`src/keydb_pkg.sv`:
```
// Shared types and constants for the key debounce and hold detect block.
`default_nettype none
package keydb_pkg;

	// Widths of the fields and registers
	localparam int unsigned TickW     = 16;
	localparam int unsigned KeyW      = 2;
	localparam int unsigned CfgIndexW = 2;
	localparam int unsigned TdataW    = 8;

	localparam logic [TickW-1:0] ElapsedMax       = '1;
	localparam logic [TickW-1:0] DebounceTicksRst = TickW'(50);
	localparam logic [TickW-1:0] HoldTicksRst     = TickW'(1000);
	localparam logic [KeyW-1:0]  KeyNone          = '0;

	// Configuration register indexes
	localparam logic [CfgIndexW-1:0] CFG_DEBOUNCE_TICKS = CfgIndexW'(0);
	localparam logic [CfgIndexW-1:0] CFG_HOLD_TICKS     = CfgIndexW'(1);

	// Key phase
	typedef enum logic [1:0] {
		PH_DEBOUNCE = 2'd0,
		PH_PRESSED  = 2'd1,
		PH_HELD     = 2'd2
	} phase_t;

	// One input sample
	typedef struct packed {
		logic tick;
		logic stat_pressed;
		logic mode_pressed;
	} sample_t;

	// Timing settings
	typedef struct packed {
		logic [TickW-1:0] debounce_ticks;
		logic [TickW-1:0] hold_ticks;
	} cfg_t;

endpackage
`default_nettype wire

```
`src/keydb_cfg.sv`:
```
// Configuration registers for the debounce and hold thresholds.
`default_nettype none
module keydb_cfg (
	input  wire logic                           clk,
	input  wire logic                           arst_n,
	input  wire logic                           cfg_valid,
	input  wire logic [keydb_pkg::CfgIndexW-1:0] cfg_index,
	input  wire logic [keydb_pkg::TickW-1:0]     cfg_data,
	output keydb_pkg::cfg_t                     cfg_q
);

	// Decode the index; unknown indexes are dropped
	always_ff @(posedge clk or negedge arst_n) begin
		if (!arst_n) begin
			cfg_q.debounce_ticks <= keydb_pkg::DebounceTicksRst;
			cfg_q.hold_ticks     <= keydb_pkg::HoldTicksRst;
		end else if (cfg_valid) begin
			unique case (cfg_index)
				keydb_pkg::CFG_DEBOUNCE_TICKS: cfg_q.debounce_ticks <= cfg_data;
				keydb_pkg::CFG_HOLD_TICKS:     cfg_q.hold_ticks     <= cfg_data;
				default: ;
			endcase
		end
	end

endmodule
`default_nettype wire

```
`src/keydb_in_stage.sv`:
```
// Input register stage holding one sample item.
`default_nettype none
module keydb_in_stage (
	input  wire logic               clk,
	input  wire logic               arst_n,
	input  wire logic               s_tvalid,
	output logic                    s_tready,
	input  wire logic [2:0]         sample_in,
	input  wire logic               advance,
	output logic                    valid_s1,
	output keydb_pkg::sample_t      sample_s1
);

	// Take a new item whenever the stage is empty or drains this cycle
	assign s_tready = !valid_s1 || advance;

	always_ff @(posedge clk or negedge arst_n) begin
		if (!arst_n) begin
			valid_s1 <= 1'b0;
		end else if (s_tready) begin
			valid_s1 <= s_tvalid;
		end
	end

	// Payload needs no reset
	always_ff @(posedge clk) begin
		if (s_tready && s_tvalid) begin
			sample_s1 <= keydb_pkg::sample_t'(sample_in);
		end
	end

endmodule
`default_nettype wire

```
`src/keydb_core.sv`:
```
// Debounce and hold state machine with the result register.
`default_nettype none
module keydb_core (
	input  wire logic                       clk,
	input  wire logic                       arst_n,
	input  wire keydb_pkg::cfg_t            cfg,
	input  wire logic                       valid_s1,
	input  wire keydb_pkg::sample_t         sample_s1,
	output logic                            advance,
	output logic                            out_valid_q,
	input  wire logic                       out_ready,
	output logic [keydb_pkg::KeyW-1:0]      key_code_q,
	output logic                            is_hold_q
);

	logic [keydb_pkg::KeyW-1:0]  last_keys_q;
	keydb_pkg::phase_t           phase_q;
	logic [keydb_pkg::TickW-1:0] elapsed_q;

	logic [keydb_pkg::KeyW-1:0]  keys;
	logic                        same;
	logic [keydb_pkg::TickW-1:0] elapsed_inc;
	logic                        deb_done;
	logic                        hold_done;
	keydb_pkg::phase_t           phase_d;
	logic [keydb_pkg::TickW-1:0] elapsed_d;
	logic [keydb_pkg::KeyW-1:0]  msg_keys;
	logic                        msg_hold;
	logic                        take;

	// Result register drains or is empty
	assign advance = !out_valid_q || out_ready;
	assign take    = advance && valid_s1;

	assign keys = {sample_s1.stat_pressed, sample_s1.mode_pressed};
	assign same = (keys == last_keys_q);

	// Saturating tick count
	assign elapsed_inc = (sample_s1.tick && (elapsed_q != keydb_pkg::ElapsedMax))
		? elapsed_q + keydb_pkg::TickW'(1) : elapsed_q;
	assign deb_done  = (elapsed_inc >= cfg.debounce_ticks);
	assign hold_done = (elapsed_inc >= cfg.hold_ticks);

	// Next phase and counter
	always_comb begin
		phase_d   = phase_q;
		elapsed_d = elapsed_inc;
		if (!same) begin
			phase_d   = keydb_pkg::PH_DEBOUNCE;
			elapsed_d = '0;
		end else if (keys != keydb_pkg::KeyNone) begin
			unique case (phase_q)
				keydb_pkg::PH_DEBOUNCE: begin
					if (deb_done) begin
						phase_d   = keydb_pkg::PH_PRESSED;
						elapsed_d = '0;
					end
				end
				keydb_pkg::PH_PRESSED: begin
					if (hold_done) begin
						phase_d = keydb_pkg::PH_HELD;
					end
				end
				default: ;
			endcase
		end
	end

	// Message for this item
	always_comb begin
		msg_keys = keydb_pkg::KeyNone;
		msg_hold = 1'b0;
		if (same && (keys != keydb_pkg::KeyNone)) begin
			unique case (phase_q)
				keydb_pkg::PH_DEBOUNCE: begin
					if (deb_done) begin
						msg_keys = keys;
					end
				end
				keydb_pkg::PH_PRESSED: begin
					if (hold_done) begin
						msg_keys = keys;
						msg_hold = 1'b1;
					end
				end
				default: ;
			endcase
		end
	end

	// State updates once per item
	always_ff @(posedge clk or negedge arst_n) begin
		if (!arst_n) begin
			last_keys_q <= keydb_pkg::KeyNone;
			phase_q     <= keydb_pkg::PH_DEBOUNCE;
			elapsed_q   <= '0;
			out_valid_q <= 1'b0;
		end else begin
			if (advance) begin
				out_valid_q <= valid_s1;
			end
			if (take) begin
				last_keys_q <= keys;
				phase_q     <= phase_d;
				elapsed_q   <= elapsed_d;
			end
		end
	end

	// Result payload
	always_ff @(posedge clk) begin
		if (take) begin
			key_code_q <= msg_keys;
			is_hold_q  <= msg_hold;
		end
	end

endmodule
`default_nettype wire

```
`src/key_debounce_hold_detect.sv`:
```
// An accepted sample item passes the input stage register, then the result register.
// Throughput: one item per cycle unless m_tready stalls; phase/counter update and
// result register are both handled in the single cycle the item leaves the input stage.
// Reset (arst_n low, asynchronous): no key, debounce phase, counter zero,
// thresholds 50 and 1000 ticks, both stages empty.
`default_nettype none
module key_debounce_hold_detect (
	input  wire logic                            clk,
	input  wire logic                            arst_n,
	// Sample items
	input  wire logic                            s_tvalid,
	output logic                                 s_tready,
	input  wire logic [keydb_pkg::TdataW-1:0]    s_tdata,  // [0] mode_pressed, [1] stat_pressed, [2] tick, rest zero
	// Result items
	output logic                                 m_tvalid,
	input  wire logic                            m_tready,
	output logic [keydb_pkg::TdataW-1:0]         m_tdata,  // [1:0] key_code, rest zero
	output logic                                 m_tuser,  // [0] is_hold
	// Configuration writes
	input  wire logic                            cfg_valid,
	output logic                                 cfg_ready,
	input  wire logic [keydb_pkg::CfgIndexW-1:0] cfg_index,
	input  wire logic [keydb_pkg::TickW-1:0]     cfg_data
);

	keydb_pkg::cfg_t            cfg;
	keydb_pkg::sample_t         sample_s1;
	logic                       valid_s1;
	logic                       advance;
	logic [keydb_pkg::KeyW-1:0] key_code;

	assign cfg_ready = 1'b1;

	keydb_cfg u_cfg (
		.clk       (clk),
		.arst_n    (arst_n),
		.cfg_valid (cfg_valid),
		.cfg_index (cfg_index),
		.cfg_data  (cfg_data),
		.cfg_q     (cfg)
	);

	keydb_in_stage u_in (
		.clk       (clk),
		.arst_n    (arst_n),
		.s_tvalid  (s_tvalid),
		.s_tready  (s_tready),
		.sample_in (s_tdata[2:0]),
		.advance   (advance),
		.valid_s1  (valid_s1),
		.sample_s1 (sample_s1)
	);

	keydb_core u_core (
		.clk         (clk),
		.arst_n      (arst_n),
		.cfg         (cfg),
		.valid_s1    (valid_s1),
		.sample_s1   (sample_s1),
		.advance     (advance),
		.out_valid_q (m_tvalid),
		.out_ready   (m_tready),
		.key_code_q  (key_code),
		.is_hold_q   (m_tuser)
	);

	assign m_tdata = {{(keydb_pkg::TdataW - keydb_pkg::KeyW){1'b0}}, key_code};

endmodule
`default_nettype wire

```
`config.mk`:
```
export PLATFORM = sky130hd
export DESIGN_NAME = key_debounce_hold_detect
export DESIGN_NICKNAME = d
export VERILOG_FILES = /design/src/keydb_pkg.sv /design/src/keydb_cfg.sv /design/src/keydb_in_stage.sv /design/src/keydb_core.sv /design/src/key_debounce_hold_detect.sv
export SDC_FILE = /design/constraint.sdc
export NUM_CORES = 1
export LEC_CHECK = 0
export BUFFER_PORTS_ARGS = -buffer_cell sky130_fd_sc_hd__clkbuf_2
export CAP_MARGIN = 10
export CORE_UTILIZATION = 45
export DETAILED_ROUTE_END_ITERATION = 8
export SYNTH_ARGS = -nofsm -noshare
export SYNTH_HDL_FRONTEND = slang
export SYNTH_SLANG_ARGS = --single-unit
```
`constraint.sdc`:
```
create_clock -name clk -period 3.9 [get_ports clk]
set_clock_uncertainty 0.1 [all_clocks]
set_input_delay 0.975 -clock clk [delete_from_list [all_inputs] [get_ports clk]]
set_output_delay 0.975 -clock clk [all_outputs]
set_load 0.1 [all_outputs]
```
After elaboration in Yosys (flattened, before gate mapping)
Cells that the tools add are included.
- add/subtract/negate cells: 1
- order comparisons: 2
- equal/unequal tests: 8
- muxes and demuxes: 14
- reductions and logical operators: 15
- operators by type and width (kind ; count):
    16-bit two-way mux ; 5
    16-bit >= comparator ; 2
    16-bit by 1-bit adder with 16-bit output (second input constant) ; 1
    16-bit != test (second input constant) ; 1
    2-bit two-way mux ; 6
    3-bit != test (second input constant) ; 3
    2-bit case mux with 2 select lines ; 2
    2-bit AND reduction ; 3
    5-bit AND reduction ; 1
    2-bit by 1-bit equality test with 1-bit output (second input constant) ; 2
    1-bit logical AND ; 4
    2-bit logical NOT ; 2
    2-bit equality test ; 1
    1-bit logical NOT ; 2
    1-bit logical OR ; 2
    2-bit != test (second input constant) ; 1
    2-bit nonzero test ; 1
    1-bit two-way mux ; 1
- flip-flop bits (word level): 60
- input bits: 31
- output and inout port bits: 12
- word-level logic and storage cells: 52

Depth between registers and ports, before layout
Gate-level depths: netlist (run 1).
- depth in word-level cells: 8
- depth in mapped cells: 14
- gate-level depth less buffers: 13

Cells and area by module
Synthesis (run 1) repeated with hierarchy kept, for this count alone.
- cells, all modules: 369
- area, all modules: 3819.9 um^2
- by module, submodules not included (module ; times used ; cells each ; area an instance (um^2)):
    keydb_core ; 1 ; 285 ; 2392.3
    keydb_cfg ; 1 ; 68 ; 1223.7
    keydb_in_stage ; 1 ; 7 ; 143.9
    key_debounce_hold_detect ; 1 ; 9 ; 60.1

Worst setup path after synthesis (run 1)
Ideal clock, no wire load.
- path type: register to register
- from: reg u_core.elapsed_q[0] (netlist bit)
- to: reg u_core.elapsed_q[14] (netlist bit)
- setup time: 0.126 ns
- arrival time: 2.876 ns
- required time: 3.674 ns
- path slack: 0.798 ns
- stages on the path, launching flop included: 15
- clock period less this slack: 3.102 ns
- path through: dfrtp_1 > ha_1 > nand4_1 > a21oi_1 > nand2_1 > nor2_1 > xor2_1 > ha_1 > nand4_2 > nor3_2 > nand3_2 > a311oi_2 > buf_6 > nor2_4 > a221o_1
- word-level cells in the longest chain between the ends: 8
- elaborated cells on any way between the ends: 9
- classes of those cells: add/sub: 1; order compare: 1; eq/ne: 1; mux: 5; reduce/logical: 1
- RTL lines (item ; line ; RTL):
    start: declaration ; keydb_core.sv:18 ; logic [keydb_pkg::TickW-1:0] elapsed_q;
    start signal: assignment ; keydb_core.sv:105 ; elapsed_q <= elapsed_d;
    parallel branches: the longest is 2 deep, another holds 16-bit by 1-bit adder with 16-bit output ; -- ;
    16-bit two-way mux (*) ; keydb_core.sv:40 ; ? elapsed_q + keydb_pkg::TickW'(1) : elapsed_q;
    16-bit >= comparator ; keydb_core.sv:41 ; assign deb_done = (elapsed_inc >= cfg.debounce_ticks);
    16-bit two-way mux ; keydb_core.sv:54 ; if (deb_done) begin
    16-bit two-way mux ; keydb_core.sv:52 ; unique case (phase_q)
    16-bit two-way mux (*) ; keydb_core.sv:51 ; end else if (keys != keydb_pkg::KeyNone) begin
    16-bit two-way mux (*) ; keydb_core.sv:48 ; if (!same) begin
Mark *: on every way between the ends.
A chain may end at the register's enable or synchronous reset.

Final worst setup path (run 1)
- from: reg u_core.elapsed_q[0] (netlist bit)
- to: reg u_core.elapsed_q[15] (netlist bit)
Same word-level chain as after synthesis.

==> results of run 1 <==
flip-flops by register name, summed over array words and instances (netlist names):
signal	cells
u_core.elapsed_q	16
u_core.key_code_q	2
u_core.out_valid_q	1
u_cfg.cfg_q	32
u_in.sample_s1	3
u_core.is_hold_q	1
u_core.phase_q	2
u_in.valid_s1	1
u_core.last_keys_q	2
per-layer routing:
metal | vias to the layer above | GRT usage | routed length, um
met1 | 1334 | 0.244 | 3600
met3 | 11 | 0.0577 | 244
met4 | 0 | 0.0705 | 155
met2 | 45 | 0.311 | 3580
li1 | 1407 | - | -
met5 | - | 0 | 0
area by class of cell:
class	instances	share of cell area
Multi-Input combinational cell	272	0.477
Timing Repair Buffer	40	0.0534
Clock buffer	10	0.0353
Tap cell	105	0.0311
Clock inverter	6	0.00890
Sequential cell	60	0.366
Inverter	32	0.0285
final timing paths:
check                                      start  cells past startpoint  slack, ns                    end
min reg2reg                u_core.last_keys_q[0]                      2       0.39  u_core.last_keys_q[0]
max                          u_core.elapsed_q[0]                     15       0.30   u_core.elapsed_q[15]
min in group asynchronous                 arst_n                      1       0.71         u_cfg.cfg_q[0]
min                        u_core.last_keys_q[0]                      2       0.39  u_core.last_keys_q[0]
max in group asynchronous                 arst_n                      2       2.18      u_core.phase_q[0]
max reg2reg                  u_core.elapsed_q[0]                     15       0.30   u_core.elapsed_q[15]
power breakdown:
group          switching [mW]  total (mW)  internal [mW]
registers              0.0334       0.748          0.714
clock network           0.268       0.534          0.266
logic                   0.207       0.322          0.115
total                   0.508        1.60           1.10
critical path, cell delays in order, from the launching register on:
cell and delay [ns]:
dfrtp_1 0.44, ha_1 0.28, nand4_1 0.21, a21oi_1 0.17, nand2_1 0.15, nor2_1 0.19
xor2_1 0.27, ha_1 0.20, nand4_2 0.12, nor3_1 0.26, nor4_2 0.07, buf_4 0.15
a311oi_2 0.22, buf_4 0.25, nor2_4 0.09, a221o_1 0.31
Yosys cell counts, drive strengths merged, types with 7 or more instances:
cell | count | share of area
a21o | 7 | 0.014
inv | 32 | 0.032
clkbuf | 7 | 0.0096
a211oi | 8 | 0.017
dfstp | 9 | 0.063
nor3 | 11 | 0.016
mux2 | 17 | 0.051
o21ai | 24 | 0.033
buf | 11 | 0.022
nor2 | 13 | 0.016
o31ai | 9 | 0.018
dfrtp | 45 | 0.30
xor2 | 10 | 0.023
a21oi | 13 | 0.017
nand2 | 49 | 0.049
ha | 33 | 0.11
metrics by stage:
| stage | cell area (sq um) | utilization |
|---|---|---|
| 2_1_floorplan | 3790 | - |
| 3_3_place_gp | 4030 | 0.492 |
| 3_5_place_dp | 4030 | 0.492 |
| 4_1_cts | 4210 | 0.515 |
| 5_1_grt | 4220 | 0.516 |
| 6_report | 4220 | 0.516 |
cells by family (layout without fill, tap and decap cells):
kind of cell	after synthesis	count (layout)	synth area share
flops	60	60	0.409
mux	17	17	0.0507
fa+ha+maj	33	33	0.109
other cells	2	7	0.00199
simple gates	121	121	0.183
buf+inv	50	88	0.0637
compound gates	82	82	0.155
xor+xnor	12	12	0.0279
timing repair:
action | 4_1_cts | 5_1_grt
endpoints found under the hold margin | 0 | 0
buffers inserted | 0 | 1
endpoints found under the setup margin | 0 | 2
hold buffers | 0 | 0
==> run summary, run 1 <==
status: finished clean
initial antenna violation count: 0
setup TNS: 0 ns
CTS tree: done
final worst slack: 0.298 ns
clock sink count: 60
total number of vias: 2797
synthesized area: 3770 sq um
I/O Pins: 43
CP Launch Type: register
Post-synth EDFFs: 6
Max IR drop VDD: 0.259 mV
Max Fclk: 0.278 GHz
global-route wire length before repair: 12800 um
drt first-iter violations: 173
register area: 1540 sq um
HP Class: reg2reg
Buffers on Ports: 30
Mean Syn Cell Area: 10.0 sq um
final RePlAce weighted congestion: 0.783
Slew Viols, Final: 0
pin slew with the least headroom to its limit: 1.08 ns
power after layout: 1.60 mW
clk slew on worst S/H paths: 0.07 ns
post-CTS sizing: 0
largest net degree at the start of global routing: 44
# rows: 33
die footprint: 8750 sq um
post-route ant nets: 0
DRC: 0
Final Hold Fails: 0
Yosys cell types: 59
initial core utilization: 0.461
most common cell after layout, fill and taps aside: nand2_1
DR WL/cell: 14.4 um
clock latency on the worst-skew pair: 0.35 ns
placed instance count: 508
crit path max fanout: 12
Layout area overhead: 11.8%
DP HPWL: 5610 um
Routed WL: 7570 um
area of the core: 8180 sq um
pre-CTS setup slack: 0.232 ns
post-synthesis instance total: 377
Filler cells: 764
RSZ-0062 raised after global routing: no
register area share after synthesis: 0.409
chip height: 93.6 um
hold_ws: 0.395 ns
cts bufs inserted: 9
Root Buffer: clkbuf_8
number of diodes: 0
vias in the first global route: 2670
MaxCap Viol Count: 0
Clock Path Buffers: 2
Max H-tree Level: 3
Synth Flop Type: dfrtp_1
grt ovf: 0
Critical Path End Type: register
number of vias per cell: 5.33
Final Critical Period: 3.60 ns
ys async rst share: 0.900
Pre-Repair DR Iteration Count: 6
die width: 93.6 um
non-filler cells, final: 525
multi-input logic area: 2010 sq um
critical path class: reg2reg
Final period util: 0.924
share of cells above drive strength 1: 0.255
Pwr Density: 380 nW/um^2
most frequent cells in the layout: 49 x nand2_1, 45 x dfrtp_1, 33 x ha_1
Leakage: 2.07 nW
CP Data Required Time: 4.03 ns
Seq cells post-synth: 60
Rel. slew slack: 0.282
total track usage: 0.193
Crit path arrival time: 3.73 ns
Final setup viols: 0
Ys Warns: 0
NumNets Final: 479
(Power assumes the default switching activity.)
==> run 2, diff against run 1 <==
BUFFER_PORTS_ARGS = -buffer_cell sky130_fd_sc_hd__buf_2   (was -buffer_cell sky130_fd_sc_hd__clkbuf_2)
REMOVE_ABC_BUFFERS = 1   (was default)
==> run 2 against run 1 <==
Against the previous run: setup slack got worse by 0.045 ns; total power down 0.54%; non-clock buffer count fell by 1; sequential share of layout area barely moved; design area barely moved; via count is 1.7% higher; largest power group unchanged.
==> run summary, run 2 (synthesis gave the netlist of run 1 again) <==
MaxCap Viol Count: 0
status: finished clean
DR WL/cell: 14.5 um
Crit path arrival time: 3.78 ns
grt ovf: 0
Clock Path Buffers: 2
Slew Viols, Final: 0
Largest regs: u_cfg.cfg_q: 32 flops, u_core.elapsed_q: 16 flops, u_in.sample_s1: 3 flops
Final setup viols: 0
combinational power share: 0.201
number of diodes: 0
Pwr Density: 378 nW/um^2
clock latency on the worst-skew pair: 0.35 ns
fin area: 4220 sq um
global-route wire length before repair: 13100 um
Buffers on Ports: 30
chip height: 93.6 um
share of cells above drive strength 1: 0.241
Routed WL: 7570 um
die width: 93.6 um
most frequent cells in the layout: 49 x nand2_1, 45 x dfrtp_1, 33 x ha_1
total track usage: 0.197
vias in the first global route: 2829
largest net degree at the start of global routing: 41
Max Fclk: 0.274 GHz
CP Data Required Time: 4.03 ns
P_sw: 472 uW
Rel. slew slack: 0.372
clk slew on worst S/H paths: 0.07 ns
sw frac: 0.296
HP Class: reg2reg
# rows: 33
number of vias per cell: 5.43
setup bufs post-CTS: 0
Max H-tree Level: 3
number of flip-flops in the largest register: 32
cts bufs inserted: 9
placed inst area: 4030 sq um
DP HPWL: 5650 um
Layout area overhead: 11.7%
power after layout: 1.59 mW
CTS Hold Buffers Added: 0
final RePlAce weighted congestion: 0.802
Largest Register: u_cfg.cfg_q
setup TNS: 0 ns
clock power share: 0.330
Pre-Repair DR Iteration Count: 4
RSZ-0062 raised after global routing: no
Final Critical Period: 3.65 ns
CTS tree: done
Root Buffer: clkbuf_8
post-CTS sizing: 0
initial antenna violation count: 0
I/O Pins: 43
critical path class: reg2reg
pin slew with the least headroom to its limit: 0.942 ns
clock sink count: 60
Final period util: 0.935
Leakage: 2.05 nW
Max IR drop VDD: 0.190 mV
area of the core: 8180 sq um
DRC: 0
Seq pwr share: 0.469
Filler cells: 787
NumNets Final: 478
post-route ant nets: 0
initial core utilization: 0.461
CP Launch Type: register
Critical Path End Type: register
Final Hold Fails: 0
die footprint: 8750 sq um
most common cell after layout, fill and taps aside: nand2_1
crit path max fanout: 20
drt first-iter violations: 107
internal power: 1.12 mW
total number of vias: 2845
[run 2: changes by cell type in the layout (fill, tap and decap cells not counted), sizes merged]
cell	before	now
clkbuf	40	13
bufinv	0	1
clkinv	6	2
buf	10	39
[run 2: metrics by stage]
stage | hold WS (ns) | util | std cells | setup slack, ns
finish | 0.384 | 0.516 | 524 | 0.253
global placement | 0.376 | 0.493 | 507 | 0.314
floorplan | 0.357 | - | 364 | 0.273
CTS | 0.393 | 0.515 | 523 | 0.206
detailed placement | 0.379 | 0.493 | 507 | 0.231
global route | 0.413 | 0.516 | 524 | 0.00862
[run 2: power by group through the flow]
stage               clock (mW)  combinational, mW  sequential [mW]
CTS                      0.547              0.327            0.749
finish                   0.526              0.321            0.748
floorplan                    0              0.221            0.770
global placement             0              0.317            0.757
detailed placement           0              0.325            0.760
global route             0.575              0.362            0.759
[run 2: layout make-up]
type | count | area (sq um) | area share
flip-flops and latches | 60 | 1540 | 0.366
clock inverters | 3 | 38.8 | 0.00920
repair buffers | 39 | 230 | 0.0546
inverters | 32 | 120 | 0.0285
multi-input cells | 272 | 2010 | 0.478
well taps | 105 | 131 | 0.0312
clock buffers | 13 | 139 | 0.0329
[run 2: critical path, cell delays in order, from the launching register on]
cell,delay [ns]
dfrtp_1,0.44
ha_1,0.27
nand4_1,0.19
a21oi_1,0.16
nand2_1,0.15
nor2_1,0.18
xor2_1,0.28
ha_1,0.18
nand4_2,0.14
nor3_2,0.33
nand3_2,0.14
a311oi_2,0.36
buf_12,0.21
nor2_4,0.08
a221o_1,0.30
[run 2: final timing paths]
kind	from	to	slack, ns	cells after the start
min in group asynchronous	arst_n	u_cfg.cfg_q[22]	0.66	1
worst max register to register	u_core.elapsed_q[0]	u_core.elapsed_q[5]	0.25	14
max in group asynchronous	arst_n	u_cfg.cfg_q[13]	2.25	2
worst min register to register	u_in.valid_s1	u_core.out_valid_q	0.38	1
worst min-delay path	u_in.valid_s1	u_core.out_valid_q	0.38	1
worst max-delay path	u_core.elapsed_q[0]	u_core.elapsed_q[5]	0.25	14
[run 2: metal layers]
metal / vias up / wire (um) / track usage
met5: - / 0 / 0
met4: 0 / 183 / 0.0821
met3: 19 / 228 / 0.0553
met2: 43 / 3720 / 0.328
met1: 1375 / 3440 / 0.239
li1: 1408 / - / -
